**src/sv/rcmag_pkg.sv**
```systemverilog
package rcmag_pkg;

    localparam int TILE_SIZE   = 32;
    localparam int HALF_TILE   = TILE_SIZE / 2;
    localparam int MAX_REGIONS = 200;
    localparam int MAX_TILES   = 64;

    localparam int DIM_W   = 13;
    localparam int SCALE_W = 5;
    localparam int TILES_W = 7;
    localparam int BOX_W   = 12;
    localparam int ADDR_W  = 27;
    localparam int SLOT_W  = 8;
    localparam int POS_W   = 6;
    localparam int LEN_W   = 6;
    localparam int TL_W    = 16;
    localparam int CX_W    = 17;
    localparam int MUL_W   = 13;
    localparam int MW_W    = 12;
    localparam int TY_W    = 11;
    localparam int IDX_W   = 3;

    localparam logic [IDX_W-1:0] REG_IMAGE_WIDTH  = 3'd0;
    localparam logic [IDX_W-1:0] REG_IMAGE_HEIGHT = 3'd1;
    localparam logic [IDX_W-1:0] REG_SCALE_X      = 3'd2;
    localparam logic [IDX_W-1:0] REG_SCALE_Y      = 3'd3;
    localparam logic [IDX_W-1:0] REG_MOSAIC_COLS  = 3'd4;
    localparam logic [IDX_W-1:0] REG_MOSAIC_ROWS  = 3'd5;

    localparam logic [1:0] KIND_TOP_LEFT = 2'd0;
    localparam logic [1:0] KIND_LUMA     = 2'd1;
    localparam logic [1:0] KIND_CHROMA   = 2'd2;
    localparam logic [1:0] KIND_CLEAR    = 2'd3;

    localparam logic ACTION_FRAME  = 1'b0;
    localparam logic ACTION_REGION = 1'b1;

    typedef struct packed {
        logic [DIM_W-1:0]   image_width;
        logic [DIM_W-1:0]   image_height;
        logic [SCALE_W-1:0] scale_x;
        logic [SCALE_W-1:0] scale_y;
        logic [TILES_W-1:0] mosaic_cols;
        logic [TILES_W-1:0] mosaic_rows;
    } cfg_t;

    typedef struct packed {
        logic             action;
        logic [BOX_W-1:0] box_left;
        logic [BOX_W-1:0] box_right;
        logic [BOX_W-1:0] box_top;
        logic [BOX_W-1:0] box_bottom;
    } item_t;

    typedef struct packed {
        logic [1:0]        kind;
        logic [SLOT_W-1:0] slot;
        logic [ADDR_W-1:0] src_addr;
        logic [ADDR_W-1:0] dst_addr;
        logic [LEN_W-1:0]  copy_len;
        logic [TL_W-1:0]   top_left_x;
        logic [TL_W-1:0]   top_left_y;
        logic              last;
    } result_t;

    typedef struct packed {
        logic [MUL_W-1:0]  a;
        logic [MUL_W-1:0]  b;
        logic [ADDR_W-1:0] c;
    } mac_req_t;

    typedef enum logic [3:0] {
        ST_IDLE,
        ST_CLEAR,
        ST_CX,
        ST_CY,
        ST_CLAMP,
        ST_TL,
        ST_LSRC,
        ST_WH,
        ST_CSRC,
        ST_MWMH,
        ST_CDST,
        ST_LDST,
        ST_ROW_L,
        ST_ROW_C
    } state_t;

endpackage

```
**src/sv/roi_crop_mosaic_address_gen_core.sv**
```systemverilog
// Plans the copying of square crops from an NV12 frame into the tiles of a mosaic.
// Input items arrive on the s_ channel: s_tuser selects frame start (0) or region (1),
// and s_tdata carries the blob box. Result items leave on the m_ channel with the
// command kind in m_tuser and m_tlast set on the final item caused by one input.
// Frame geometry, scale and mosaic size are written on the cfg_ channel while idle; the
// user must keep to this, as the block itself does not enforce it. A frame start keeps
// the block busy until its clear command goes to the output register. A region yields a
// top-left record after the states CX, CY and CLAMP; then, if its window is not empty and
// the mosaic has room, the setup states LSRC, WH, CSRC, MWMH, CDST and LDST follow, and
// a luma row copy for each window row and a chroma row copy for each even frame row.
// All multiplications except those by the tile size go through one shared multiply-add
// unit; row copies leave through the single output register as the receiver takes them.
// A region beyond the two-hundredth in a frame is taken and yields nothing.
// The next input item is taken only when the previous one has been fully planned.
// When the receiver stalls, the output register holds its item and planning halts at
// the next item to emit. Reset restores the default configuration and clears the slot
// position; no clearing pass is needed.
module roi_crop_mosaic_address_gen_core (
    input  logic         clk,
    input  logic         rst_n,
    input  logic         s_tvalid,
    output logic         s_tready,
    input  logic [47:0]  s_tdata,  // box_left, box_right, box_top, box_bottom
    input  logic         s_tuser,  // action
    output logic         m_tvalid,
    input  logic         m_tready,
    output logic [103:0] m_tdata,  // slot, src_addr, dst_addr, copy_len, top_left_x,
                                   // top_left_y, zero padding
    output logic [1:0]   m_tuser,  // kind
    output logic         m_tlast,
    input  logic         cfg_valid,
    output logic         cfg_ready,
    input  logic [2:0]   cfg_index,
    input  logic [12:0]  cfg_data
);

    rcmag_pkg::cfg_t     cfg_reg;
    rcmag_pkg::item_t    in_item;
    rcmag_pkg::result_t  emit_data;
    rcmag_pkg::result_t  out_data_reg;
    rcmag_pkg::mac_req_t mac_req;
    logic [rcmag_pkg::ADDR_W-1:0] mac_res;
    logic emit_valid, emit_ready, out_valid_reg;

    assign cfg_ready = 1'b1;

    always_ff @(posedge clk or negedge rst_n)
    begin
        if (!rst_n)
        begin
            cfg_reg.image_width  <= 13'd3840;
            cfg_reg.image_height <= 13'd2160;
            cfg_reg.scale_x      <= 5'd8;
            cfg_reg.scale_y      <= 5'd8;
            cfg_reg.mosaic_cols  <= 7'd20;
            cfg_reg.mosaic_rows  <= 7'd20;
        end
        else if (cfg_valid && cfg_ready)
        begin
            unique case (cfg_index)
                rcmag_pkg::REG_IMAGE_WIDTH:  cfg_reg.image_width  <= cfg_data;
                rcmag_pkg::REG_IMAGE_HEIGHT: cfg_reg.image_height <= cfg_data;
                rcmag_pkg::REG_SCALE_X:      cfg_reg.scale_x      <= cfg_data[4:0];
                rcmag_pkg::REG_SCALE_Y:      cfg_reg.scale_y      <= cfg_data[4:0];
                rcmag_pkg::REG_MOSAIC_COLS:  cfg_reg.mosaic_cols  <= cfg_data[6:0];
                rcmag_pkg::REG_MOSAIC_ROWS:  cfg_reg.mosaic_rows  <= cfg_data[6:0];
                default: cfg_reg <= cfg_reg;
            endcase
        end
    end

    assign in_item.action     = s_tuser;
    assign in_item.box_left   = s_tdata[11:0];
    assign in_item.box_right  = s_tdata[23:12];
    assign in_item.box_top    = s_tdata[35:24];
    assign in_item.box_bottom = s_tdata[47:36];

    rcmag_mac u_mac (
        .req (mac_req),
        .res (mac_res)
    );

    rcmag_ctrl u_ctrl (
        .clk        (clk),
        .rst_n      (rst_n),
        .cfg        (cfg_reg),
        .in_valid   (s_tvalid),
        .in_ready   (s_tready),
        .in_item    (in_item),
        .emit_valid (emit_valid),
        .emit_data  (emit_data),
        .emit_ready (emit_ready),
        .mac_req    (mac_req),
        .mac_res    (mac_res)
    );

    assign emit_ready = !out_valid_reg || m_tready;

    always_ff @(posedge clk or negedge rst_n)
    begin
        if (!rst_n)
            out_valid_reg <= 1'b0;
        else if (emit_ready)
            out_valid_reg <= emit_valid;
    end

    always_ff @(posedge clk)
    begin
        if (emit_valid && emit_ready)
            out_data_reg <= emit_data;
    end

    assign m_tvalid = out_valid_reg;
    assign m_tuser  = out_data_reg.kind;
    assign m_tlast  = out_data_reg.last;
    assign m_tdata  = {4'd0, out_data_reg.top_left_y, out_data_reg.top_left_x,
                       out_data_reg.copy_len, out_data_reg.dst_addr,
                       out_data_reg.src_addr, out_data_reg.slot};

`ifndef SYNTH
    // A frame start always keeps the block busy while its clear command is planned.
    a_frame_busy: assert property (@(posedge clk) disable iff (!rst_n)
        s_tvalid && s_tready && (s_tuser == rcmag_pkg::ACTION_FRAME) |=> !s_tready)
        else $error("frame start item did not make the block busy");

    // A clear command is always the only and final item of its frame start.
    a_clear_last: assert property (@(posedge clk) disable iff (!rst_n)
        m_tvalid && (m_tuser == rcmag_pkg::KIND_CLEAR) |-> m_tlast)
        else $error("clear command without last");

    // Row copies move between one and a full tile of bytes.
    a_copy_len: assert property (@(posedge clk) disable iff (!rst_n)
        m_tvalid && ((m_tuser == rcmag_pkg::KIND_LUMA) || (m_tuser == rcmag_pkg::KIND_CHROMA))
        |-> (m_tdata[67:62] != 6'd0) && (m_tdata[67:62] <= 6'(rcmag_pkg::TILE_SIZE)))
        else $error("row copy length out of range");
`endif

endmodule

```
**src/sv/rcmag_mac.sv**
```systemverilog
module rcmag_mac (
    input  rcmag_pkg::mac_req_t              req,
    output logic [rcmag_pkg::ADDR_W-1:0]     res
);

    logic [2*rcmag_pkg::MUL_W-1:0] prod;

    assign prod = req.a * req.b;
    assign res  = rcmag_pkg::ADDR_W'(prod) + req.c;

endmodule

```
**src/sv/rcmag_ctrl.sv**
```systemverilog
module rcmag_ctrl (
    input  logic                              clk,
    input  logic                              rst_n,
    input  rcmag_pkg::cfg_t                   cfg,
    input  logic                              in_valid,
    output logic                              in_ready,
    input  rcmag_pkg::item_t                  in_item,
    output logic                              emit_valid,
    output rcmag_pkg::result_t                emit_data,
    input  logic                              emit_ready,
    output rcmag_pkg::mac_req_t               mac_req,
    input  logic [rcmag_pkg::ADDR_W-1:0]      mac_res
);

    rcmag_pkg::state_t state_reg, state_next;

    logic [rcmag_pkg::SLOT_W-1:0] slot_count_reg;
    logic [rcmag_pkg::POS_W-1:0]  slot_col_reg;
    logic [rcmag_pkg::POS_W-1:0]  slot_row_reg;

    logic [rcmag_pkg::BOX_W-1:0]  sx_reg, sy_reg;
    logic [rcmag_pkg::SLOT_W-1:0] cur_slot_reg;
    logic [rcmag_pkg::POS_W-1:0]  cur_col_reg, cur_row_reg;
    logic [rcmag_pkg::CX_W-1:0]   cx_reg, cy_reg;
    logic [rcmag_pkg::DIM_W-1:0]  x0_reg, y0_reg, y1_reg, h_reg;
    logic [rcmag_pkg::LEN_W-1:0]  len_reg;
    logic [rcmag_pkg::TL_W-1:0]   tlx_reg, tly_reg;
    logic                         active_reg;
    logic [rcmag_pkg::ADDR_W-1:0] lsrc_reg, csrc_reg, ldst_reg, cdst_reg, scratch_reg;

    logic [rcmag_pkg::TILES_W-1:0] cols_cl, rows_cl;
    logic [rcmag_pkg::MW_W-1:0]    mw, mh;
    logic [rcmag_pkg::TY_W-1:0]    tx, ty;
    logic                          in_fire, emit_fire, last_row, room;
    logic [rcmag_pkg::BOX_W:0]     sum_x, sum_y;
    logic [rcmag_pkg::DIM_W-1:0]   y0_half_up;
    logic [rcmag_pkg::TILES_W-1:0] col_inc;

    logic [rcmag_pkg::CX_W-1:0] x0_c, y0_c;
    logic [rcmag_pkg::CX_W:0]   x1_raw, y1_raw, x1_c, y1_c;
    logic                       nx, ny;

    always_comb
    begin
        if (cfg.mosaic_cols == '0)
            cols_cl = rcmag_pkg::TILES_W'(1);
        else if (cfg.mosaic_cols > rcmag_pkg::TILES_W'(rcmag_pkg::MAX_TILES))
            cols_cl = rcmag_pkg::TILES_W'(rcmag_pkg::MAX_TILES);
        else
            cols_cl = cfg.mosaic_cols;
        if (cfg.mosaic_rows == '0)
            rows_cl = rcmag_pkg::TILES_W'(1);
        else if (cfg.mosaic_rows > rcmag_pkg::TILES_W'(rcmag_pkg::MAX_TILES))
            rows_cl = rcmag_pkg::TILES_W'(rcmag_pkg::MAX_TILES);
        else
            rows_cl = cfg.mosaic_rows;
    end

    assign mw = rcmag_pkg::MW_W'(cols_cl * rcmag_pkg::TILE_SIZE);
    assign mh = rcmag_pkg::MW_W'(rows_cl * rcmag_pkg::TILE_SIZE);
    assign tx = rcmag_pkg::TY_W'(cur_col_reg * rcmag_pkg::TILE_SIZE);
    assign ty = rcmag_pkg::TY_W'(cur_row_reg * rcmag_pkg::TILE_SIZE);

    assign in_fire   = in_valid && in_ready;
    assign emit_fire = emit_valid && emit_ready;
    assign last_row  = ({1'b0, h_reg} + 1'b1) == {1'b0, y1_reg};
    assign room      = {19'd0, cur_slot_reg} < mac_res;
    assign sum_x     = {1'b0, in_item.box_left} + {1'b0, in_item.box_right};
    assign sum_y     = {1'b0, in_item.box_top} + {1'b0, in_item.box_bottom};
    assign y0_half_up = {1'b0, y0_reg[rcmag_pkg::DIM_W-1:1]} + {12'd0, y0_reg[0]};
    assign col_inc   = {1'b0, slot_col_reg} + 1'b1;

    always_comb
    begin
        x0_c   = (cx_reg >= rcmag_pkg::CX_W'(rcmag_pkg::HALF_TILE))
                 ? cx_reg - rcmag_pkg::CX_W'(rcmag_pkg::HALF_TILE) : '0;
        y0_c   = (cy_reg >= rcmag_pkg::CX_W'(rcmag_pkg::HALF_TILE))
                 ? cy_reg - rcmag_pkg::CX_W'(rcmag_pkg::HALF_TILE) : '0;
        x1_raw = {1'b0, cx_reg} + (rcmag_pkg::CX_W+1)'(rcmag_pkg::HALF_TILE);
        y1_raw = {1'b0, cy_reg} + (rcmag_pkg::CX_W+1)'(rcmag_pkg::HALF_TILE);
        x1_c   = (x1_raw > {5'd0, cfg.image_width}) ? {5'd0, cfg.image_width} : x1_raw;
        y1_c   = (y1_raw > {5'd0, cfg.image_height}) ? {5'd0, cfg.image_height} : y1_raw;
        nx     = x1_c > {1'b0, x0_c};
        ny     = y1_c > {1'b0, y0_c};
    end

    always_comb
    begin
        state_next = state_reg;
        unique case (state_reg)
            rcmag_pkg::ST_IDLE:
            begin
                if (in_fire)
                begin
                    if (in_item.action == rcmag_pkg::ACTION_FRAME)
                        state_next = rcmag_pkg::ST_CLEAR;
                    else if (slot_count_reg < rcmag_pkg::SLOT_W'(rcmag_pkg::MAX_REGIONS))
                        state_next = rcmag_pkg::ST_CX;
                end
            end
            rcmag_pkg::ST_CLEAR: if (emit_fire) state_next = rcmag_pkg::ST_IDLE;
            rcmag_pkg::ST_CX:    state_next = rcmag_pkg::ST_CY;
            rcmag_pkg::ST_CY:    state_next = rcmag_pkg::ST_CLAMP;
            rcmag_pkg::ST_CLAMP: state_next = rcmag_pkg::ST_TL;
            rcmag_pkg::ST_TL:
            begin
                if (emit_fire)
                    state_next = active_reg ? rcmag_pkg::ST_LSRC : rcmag_pkg::ST_IDLE;
            end
            rcmag_pkg::ST_LSRC:  state_next = rcmag_pkg::ST_WH;
            rcmag_pkg::ST_WH:    state_next = rcmag_pkg::ST_CSRC;
            rcmag_pkg::ST_CSRC:  state_next = rcmag_pkg::ST_MWMH;
            rcmag_pkg::ST_MWMH:  state_next = rcmag_pkg::ST_CDST;
            rcmag_pkg::ST_CDST:  state_next = rcmag_pkg::ST_LDST;
            rcmag_pkg::ST_LDST:  state_next = rcmag_pkg::ST_ROW_L;
            rcmag_pkg::ST_ROW_L:
            begin
                if (emit_fire)
                begin
                    if (!h_reg[0])
                        state_next = rcmag_pkg::ST_ROW_C;
                    else if (last_row)
                        state_next = rcmag_pkg::ST_IDLE;
                end
            end
            rcmag_pkg::ST_ROW_C:
            begin
                if (emit_fire)
                    state_next = last_row ? rcmag_pkg::ST_IDLE : rcmag_pkg::ST_ROW_L;
            end
            default: state_next = rcmag_pkg::ST_IDLE;
        endcase
    end

    always_comb
    begin
        in_ready   = 1'b0;
        emit_valid = 1'b0;
        emit_data  = '0;
        emit_data.slot = cur_slot_reg;
        mac_req    = '0;
        unique case (state_reg)
            rcmag_pkg::ST_IDLE: in_ready = 1'b1;
            rcmag_pkg::ST_CLEAR:
            begin
                mac_req.a          = {1'b0, mw};
                mac_req.b          = {1'b0, mh};
                emit_valid         = 1'b1;
                emit_data.kind     = rcmag_pkg::KIND_CLEAR;
                emit_data.slot     = '0;
                emit_data.dst_addr = mac_res;
                emit_data.last     = 1'b1;
            end
            rcmag_pkg::ST_CX:
            begin
                mac_req.a = {8'd0, cfg.scale_x};
                mac_req.b = {1'b0, sx_reg};
            end
            rcmag_pkg::ST_CY:
            begin
                mac_req.a = {8'd0, cfg.scale_y};
                mac_req.b = {1'b0, sy_reg};
            end
            rcmag_pkg::ST_CLAMP:
            begin
                mac_req.a = {6'd0, cols_cl};
                mac_req.b = {6'd0, rows_cl};
            end
            rcmag_pkg::ST_TL:
            begin
                emit_valid           = 1'b1;
                emit_data.kind       = rcmag_pkg::KIND_TOP_LEFT;
                emit_data.top_left_x = tlx_reg;
                emit_data.top_left_y = tly_reg;
                emit_data.last       = !active_reg;
            end
            rcmag_pkg::ST_LSRC:
            begin
                mac_req.a = y0_reg;
                mac_req.b = cfg.image_width;
                mac_req.c = {14'd0, x0_reg};
            end
            rcmag_pkg::ST_WH:
            begin
                mac_req.a = cfg.image_width;
                mac_req.b = cfg.image_height;
            end
            rcmag_pkg::ST_CSRC:
            begin
                mac_req.a = y0_half_up;
                mac_req.b = cfg.image_width;
                mac_req.c = scratch_reg + {14'd0, x0_reg};
            end
            rcmag_pkg::ST_MWMH:
            begin
                mac_req.a = {1'b0, mw};
                mac_req.b = {1'b0, mh};
            end
            rcmag_pkg::ST_CDST:
            begin
                mac_req.a = {3'd0, ty[rcmag_pkg::TY_W-1:1]};
                mac_req.b = {1'b0, mw};
                mac_req.c = scratch_reg + {16'd0, tx};
            end
            rcmag_pkg::ST_LDST:
            begin
                mac_req.a = {2'd0, ty};
                mac_req.b = {1'b0, mw};
                mac_req.c = {16'd0, tx};
            end
            rcmag_pkg::ST_ROW_L:
            begin
                emit_valid         = 1'b1;
                emit_data.kind     = rcmag_pkg::KIND_LUMA;
                emit_data.src_addr = lsrc_reg;
                emit_data.dst_addr = ldst_reg;
                emit_data.copy_len = len_reg;
                emit_data.last     = last_row && h_reg[0];
            end
            rcmag_pkg::ST_ROW_C:
            begin
                emit_valid         = 1'b1;
                emit_data.kind     = rcmag_pkg::KIND_CHROMA;
                emit_data.src_addr = csrc_reg;
                emit_data.dst_addr = cdst_reg;
                emit_data.copy_len = len_reg;
                emit_data.last     = last_row;
            end
            default: in_ready = 1'b0;
        endcase
    end

    always_ff @(posedge clk or negedge rst_n)
    begin
        if (!rst_n)
        begin
            state_reg      <= rcmag_pkg::ST_IDLE;
            slot_count_reg <= '0;
            slot_col_reg   <= '0;
            slot_row_reg   <= '0;
        end
        else
        begin
            state_reg <= state_next;
            if (in_fire)
            begin
                if (in_item.action == rcmag_pkg::ACTION_FRAME)
                begin
                    slot_count_reg <= '0;
                    slot_col_reg   <= '0;
                    slot_row_reg   <= '0;
                end
                else if (slot_count_reg < rcmag_pkg::SLOT_W'(rcmag_pkg::MAX_REGIONS))
                begin
                    slot_count_reg <= slot_count_reg + 1'b1;
                    if (col_inc >= cols_cl)
                    begin
                        slot_col_reg <= '0;
                        if (slot_row_reg != '1)
                            slot_row_reg <= slot_row_reg + 1'b1;
                    end
                    else
                        slot_col_reg <= col_inc[rcmag_pkg::POS_W-1:0];
                end
            end
        end
    end

    always_ff @(posedge clk)
    begin
        unique case (state_reg)
            rcmag_pkg::ST_IDLE:
            begin
                if (in_fire)
                begin
                    sx_reg       <= sum_x[rcmag_pkg::BOX_W:1];
                    sy_reg       <= sum_y[rcmag_pkg::BOX_W:1];
                    cur_slot_reg <= slot_count_reg;
                    cur_col_reg  <= slot_col_reg;
                    cur_row_reg  <= slot_row_reg;
                end
            end
            rcmag_pkg::ST_CX: cx_reg <= mac_res[rcmag_pkg::CX_W-1:0];
            rcmag_pkg::ST_CY: cy_reg <= mac_res[rcmag_pkg::CX_W-1:0];
            rcmag_pkg::ST_CLAMP:
            begin
                x0_reg     <= x0_c[rcmag_pkg::DIM_W-1:0];
                y0_reg     <= y0_c[rcmag_pkg::DIM_W-1:0];
                y1_reg     <= y1_c[rcmag_pkg::DIM_W-1:0];
                len_reg    <= rcmag_pkg::LEN_W'(x1_c - {1'b0, x0_c});
                tlx_reg    <= (x0_c > rcmag_pkg::CX_W'(16'hFFFF)) ? '1 : x0_c[rcmag_pkg::TL_W-1:0];
                tly_reg    <= (y0_c > rcmag_pkg::CX_W'(16'hFFFF)) ? '1 : y0_c[rcmag_pkg::TL_W-1:0];
                active_reg <= room && nx && ny;
            end
            rcmag_pkg::ST_LSRC: lsrc_reg    <= mac_res;
            rcmag_pkg::ST_WH:   scratch_reg <= mac_res;
            rcmag_pkg::ST_CSRC: csrc_reg    <= mac_res;
            rcmag_pkg::ST_MWMH: scratch_reg <= mac_res;
            rcmag_pkg::ST_CDST: cdst_reg    <= mac_res;
            rcmag_pkg::ST_LDST:
            begin
                ldst_reg <= mac_res;
                h_reg    <= y0_reg;
            end
            rcmag_pkg::ST_ROW_L:
            begin
                if (emit_fire)
                begin
                    lsrc_reg <= lsrc_reg + {14'd0, cfg.image_width};
                    ldst_reg <= ldst_reg + {15'd0, mw};
                    if (h_reg[0])
                        h_reg <= h_reg + 1'b1;
                end
            end
            rcmag_pkg::ST_ROW_C:
            begin
                if (emit_fire)
                begin
                    csrc_reg <= csrc_reg + {14'd0, cfg.image_width};
                    cdst_reg <= cdst_reg + {15'd0, mw};
                    h_reg    <= h_reg + 1'b1;
                end
            end
            default: h_reg <= h_reg;
        endcase
    end

endmodule

```
**config.mk**
```make
export PLATFORM = sky130hd
export DESIGN_NAME = roi_crop_mosaic_address_gen_core
export DESIGN_NICKNAME = d
export VERILOG_FILES = /design/src/sv/rcmag_pkg.sv /design/src/sv/roi_crop_mosaic_address_gen_core.sv /design/src/sv/rcmag_mac.sv /design/src/sv/rcmag_ctrl.sv
export SDC_FILE = /design/constraint.sdc
export NUM_CORES = 2
export LEC_CHECK = 0
export BUFFER_PORTS_ARGS = -buffer_cell sky130_fd_sc_hd__buf_2
export CORE_MARGIN = 3
export CORE_UTILIZATION = 68
export CTS_CLUSTER_DIAMETER = 80
export CTS_CLUSTER_SIZE = 24
export DETAILED_ROUTE_END_ITERATION = 10
export PLACE_DENSITY = 0.88
export SYNTH_ARGS = -nofsm -noshare
export SYNTH_HDL_FRONTEND = slang
export SYNTH_SLANG_ARGS = --single-unit
```
**constraint.sdc**
```tcl
create_clock -name clk -period 25.6 [get_ports clk]
set_input_delay 2.56 -clock clk [delete_from_list [all_inputs] [get_ports clk]]
set_output_delay 2.56 -clock clk [all_outputs]
set_load 0.01 [all_outputs]
```
==> impl_metrics.tcl <==
set metrics [dict create \
    status "complete, no violations" \
    path_max_fanout 29 \
    viasPerCell 6.57 \
    max_freq_mhz 99.3 \
    slew_headroom_pct 9.05 \
    die_h_um 229 \
    grt_pass1_vias 27300 \
    crit_type "register to register" \
    netlist-cell-type-count 78 \
    synth_cells 3317 \
    ys_seq_area_share_pct 41.6 \
    drv_cap 0 \
    synth_area_leader_cell "edfxtp_1" \
    finalSetupViolCount 0 \
    worstSkewPairLatency_ns 0.61 \
    htree_levels 1 \
    design.die.area_sq_um 52600 \
    r2r_start "u_ctrl.state_reg[3]$_DFFE_PN0P_" \
    period_share_pct 39.3 \
    ys.flop_type "edfxtp_1" \
    cts.sinks 482 \
    drtIter0Drc 4096 \
    hold_viol 0 \
    async_reset_ff_share_pct 15.6 \
    port_buffers 174 \
    chipWidth_um 229 \
    cts_tree "built" \
    critPathArrivalTime_ns 10.36 \
    slew_viol_final 0 \
    gp_congestion 1.09 \
    crit_slowest_cell "a211oi_1" \
    period_needed_ns 10.07 \
    startpoint_type "register" \
    hpwl_um 80200 \
    clockBufferDepth 3 \
    vias 27400 \
    worst_slew_pin_slew_ns 1.36 \
    reg2regPathDepth 30 \
    start_util_pct 69.0 \
    synth.top_cells.by_count "407 x edfxtp_1, 336 x nand2_1, 331 x inv_1, 266 x nor2_1, 249 x ha_1" \
    min_from "u_ctrl.slot_count_reg[7]$_DFFE_PN0P_" \
    synth.most_common_cell "edfxtp_1" \
    synth_area_sq_um 33900 \
    wl_um 105000 \
    cts_buffers 28 \
    drive_above_1_share_pct 11.2 \
    num_rows 81 \
    grt.overflow.total 0 \
    synth_top_cell_area_share_pct 36.0 \
    top_level_ports 180 \
    setup-tns-final_ns 0 \
    nets 3950 \
    syn2layout_area_growth_pct 8.26 \
    finalClockSkew_ns 0.0400 \
    track_usage_pct 40.1 \
    min_path_cells 0 \
    hold_path_class "register to register" \
    largest_reg_flops 100 \
    coreArea_sq_um 49200 \
    synth_edf_count 407 \
    post_cts_buffers 0 \
    synth_area_leaders "edfxtp_1 36%, ha_1 9.2%, fa_1 9.0%" \
    cts-root-buf "clkbuf_16" \
    hold_end "u_ctrl.cur_slot_reg[7]$_DFFE_PP_" \
    syn_area_per_cell_sq_um 10.2 \
    drtAntennaViolNets 0 \
    dr.pass1.iters 11 \
    antenna_found_initial 8 \
    critical-path-max-stage-delay_ns 0.74 \
    cts_hold_buf 0 \
    cp_data_required_time_ns 25.89 \
    crit_path_end_kind "register" \
    cts.repair.resized 0 \
    r2r_slack_ns 15.53 \
    wl_per_cell_um 25.2 \
    yosysWarnings 0 \
    crit_start "u_ctrl.state_reg[3]$_DFFE_PN0P_" \
    grt_setup_unrepaired "no" \
    ys_seq_elements 482 \
    drc 0 \
    grt_pass1_wl_um 161000 \
    grt_start_max_net_pins 87 \
    clk_pin_slew_ns 0.10 \
    reg2reg_to "u_ctrl.active_reg$_DFFE_PP_" \
]
## layer usage
metal	wire length (um)	vias to the layer above	share of wire, %	GRT usage, %
met4	7010	22	6.7	20.9
met5	139	-	0.13	0
met2	45200	1905	43	59.9
met3	13500	387	13	9.04
li1	-	11900	-	-
met1	39200	13100	37	55.3
## kinds of logic (layout without fill, tap and decap cells)
family / Yosys count / count (layout) / share of synthesized area, %
other: 2 / 15 / 0.0221
multiplexers: 117 / 117 / 3.63
buffers and inverters: 447 / 619 / 5.00
AO/OA/AOI/OAI: 614 / 614 / 11.5
AND/OR/NAND/NOR: 1036 / 1036 / 14.4
flip-flops: 482 / 482 / 41.6
XOR/XNOR: 217 / 217 / 5.60
adder cells (fa/ha/maj): 402 / 402 / 18.2
## critical path: cells and delay by family, from the launching register on
family                   cells  cell delay (ns)
buffers and inverters        7             0.80
AO/OA/AOI/OAI                8             2.48
flip-flops                   1             0.52
adder cells (fa/ha/maj)      7             3.39
AND/OR/NAND/NOR              8             2.51
## cell type report
class                   instances  area [sq um]
inverters                     332          1250
clock buffers                  43           788
multi-input cells            2399         18300
diodes                          2          5.00
repair buffers                235          1330
clock inverters                 9           136
flip-flops and latches        482         14100
fillers                      3363         12400
well taps                     664           831
## cells in the final DEF (no fill, tap or decap), drive strengths merged, types with 31 or more instances in the layout
cell type and instances:
edfxtp 407, nand2 336, inv 336, nor2 266, ha 249, buf 235
o21ai 182, fa 153, a21oi 150, xnor2 126, xor2 91, nand3 75
mux2i 68, dfrtp 61, and2 57, nand2b 55, a21o 54, nor3 52
mux2 49, nor2b 46, clkbuf 43, nand4 34, a22oi 31
## per-stage QoR
stage / area, sq um / util, % / hold WS [ns] / setup WS (ns) / cells
global placement: 35800 / 72.8 / 0.475 / 15.92 / 4112
CTS: 36700 / 74.7 / 0.484 / 15.68 / 4164
floorplan: 34000 / - / 0.448 / 15.35 / 3328
global route: 36700 / 74.7 / 0.499 / 15.06 / 4164
finish: 36700 / 74.7 / 0.493 / 15.53 / 4166
detailed placement: 35800 / 72.8 / 0.469 / 15.65 / 4112
## worst max-delay path by stage
stage	slack [ns]	endpoint
after floorplan	15.35	u_ctrl.active_reg$_DFFE_PP_
after global placement	15.92	u_ctrl.active_reg$_DFFE_PP_
after detailed placement	15.65	u_ctrl.active_reg$_DFFE_PP_
after CTS	15.68	u_ctrl.active_reg$_DFFE_PP_
after global routing	15.06	u_ctrl.active_reg$_DFFE_PP_
final	15.53	u_ctrl.active_reg$_DFFE_PP_
Power is left out: the tool's default activity adds up to more than one toggle a clock period on the data nets, which glitch-free logic cannot reach.
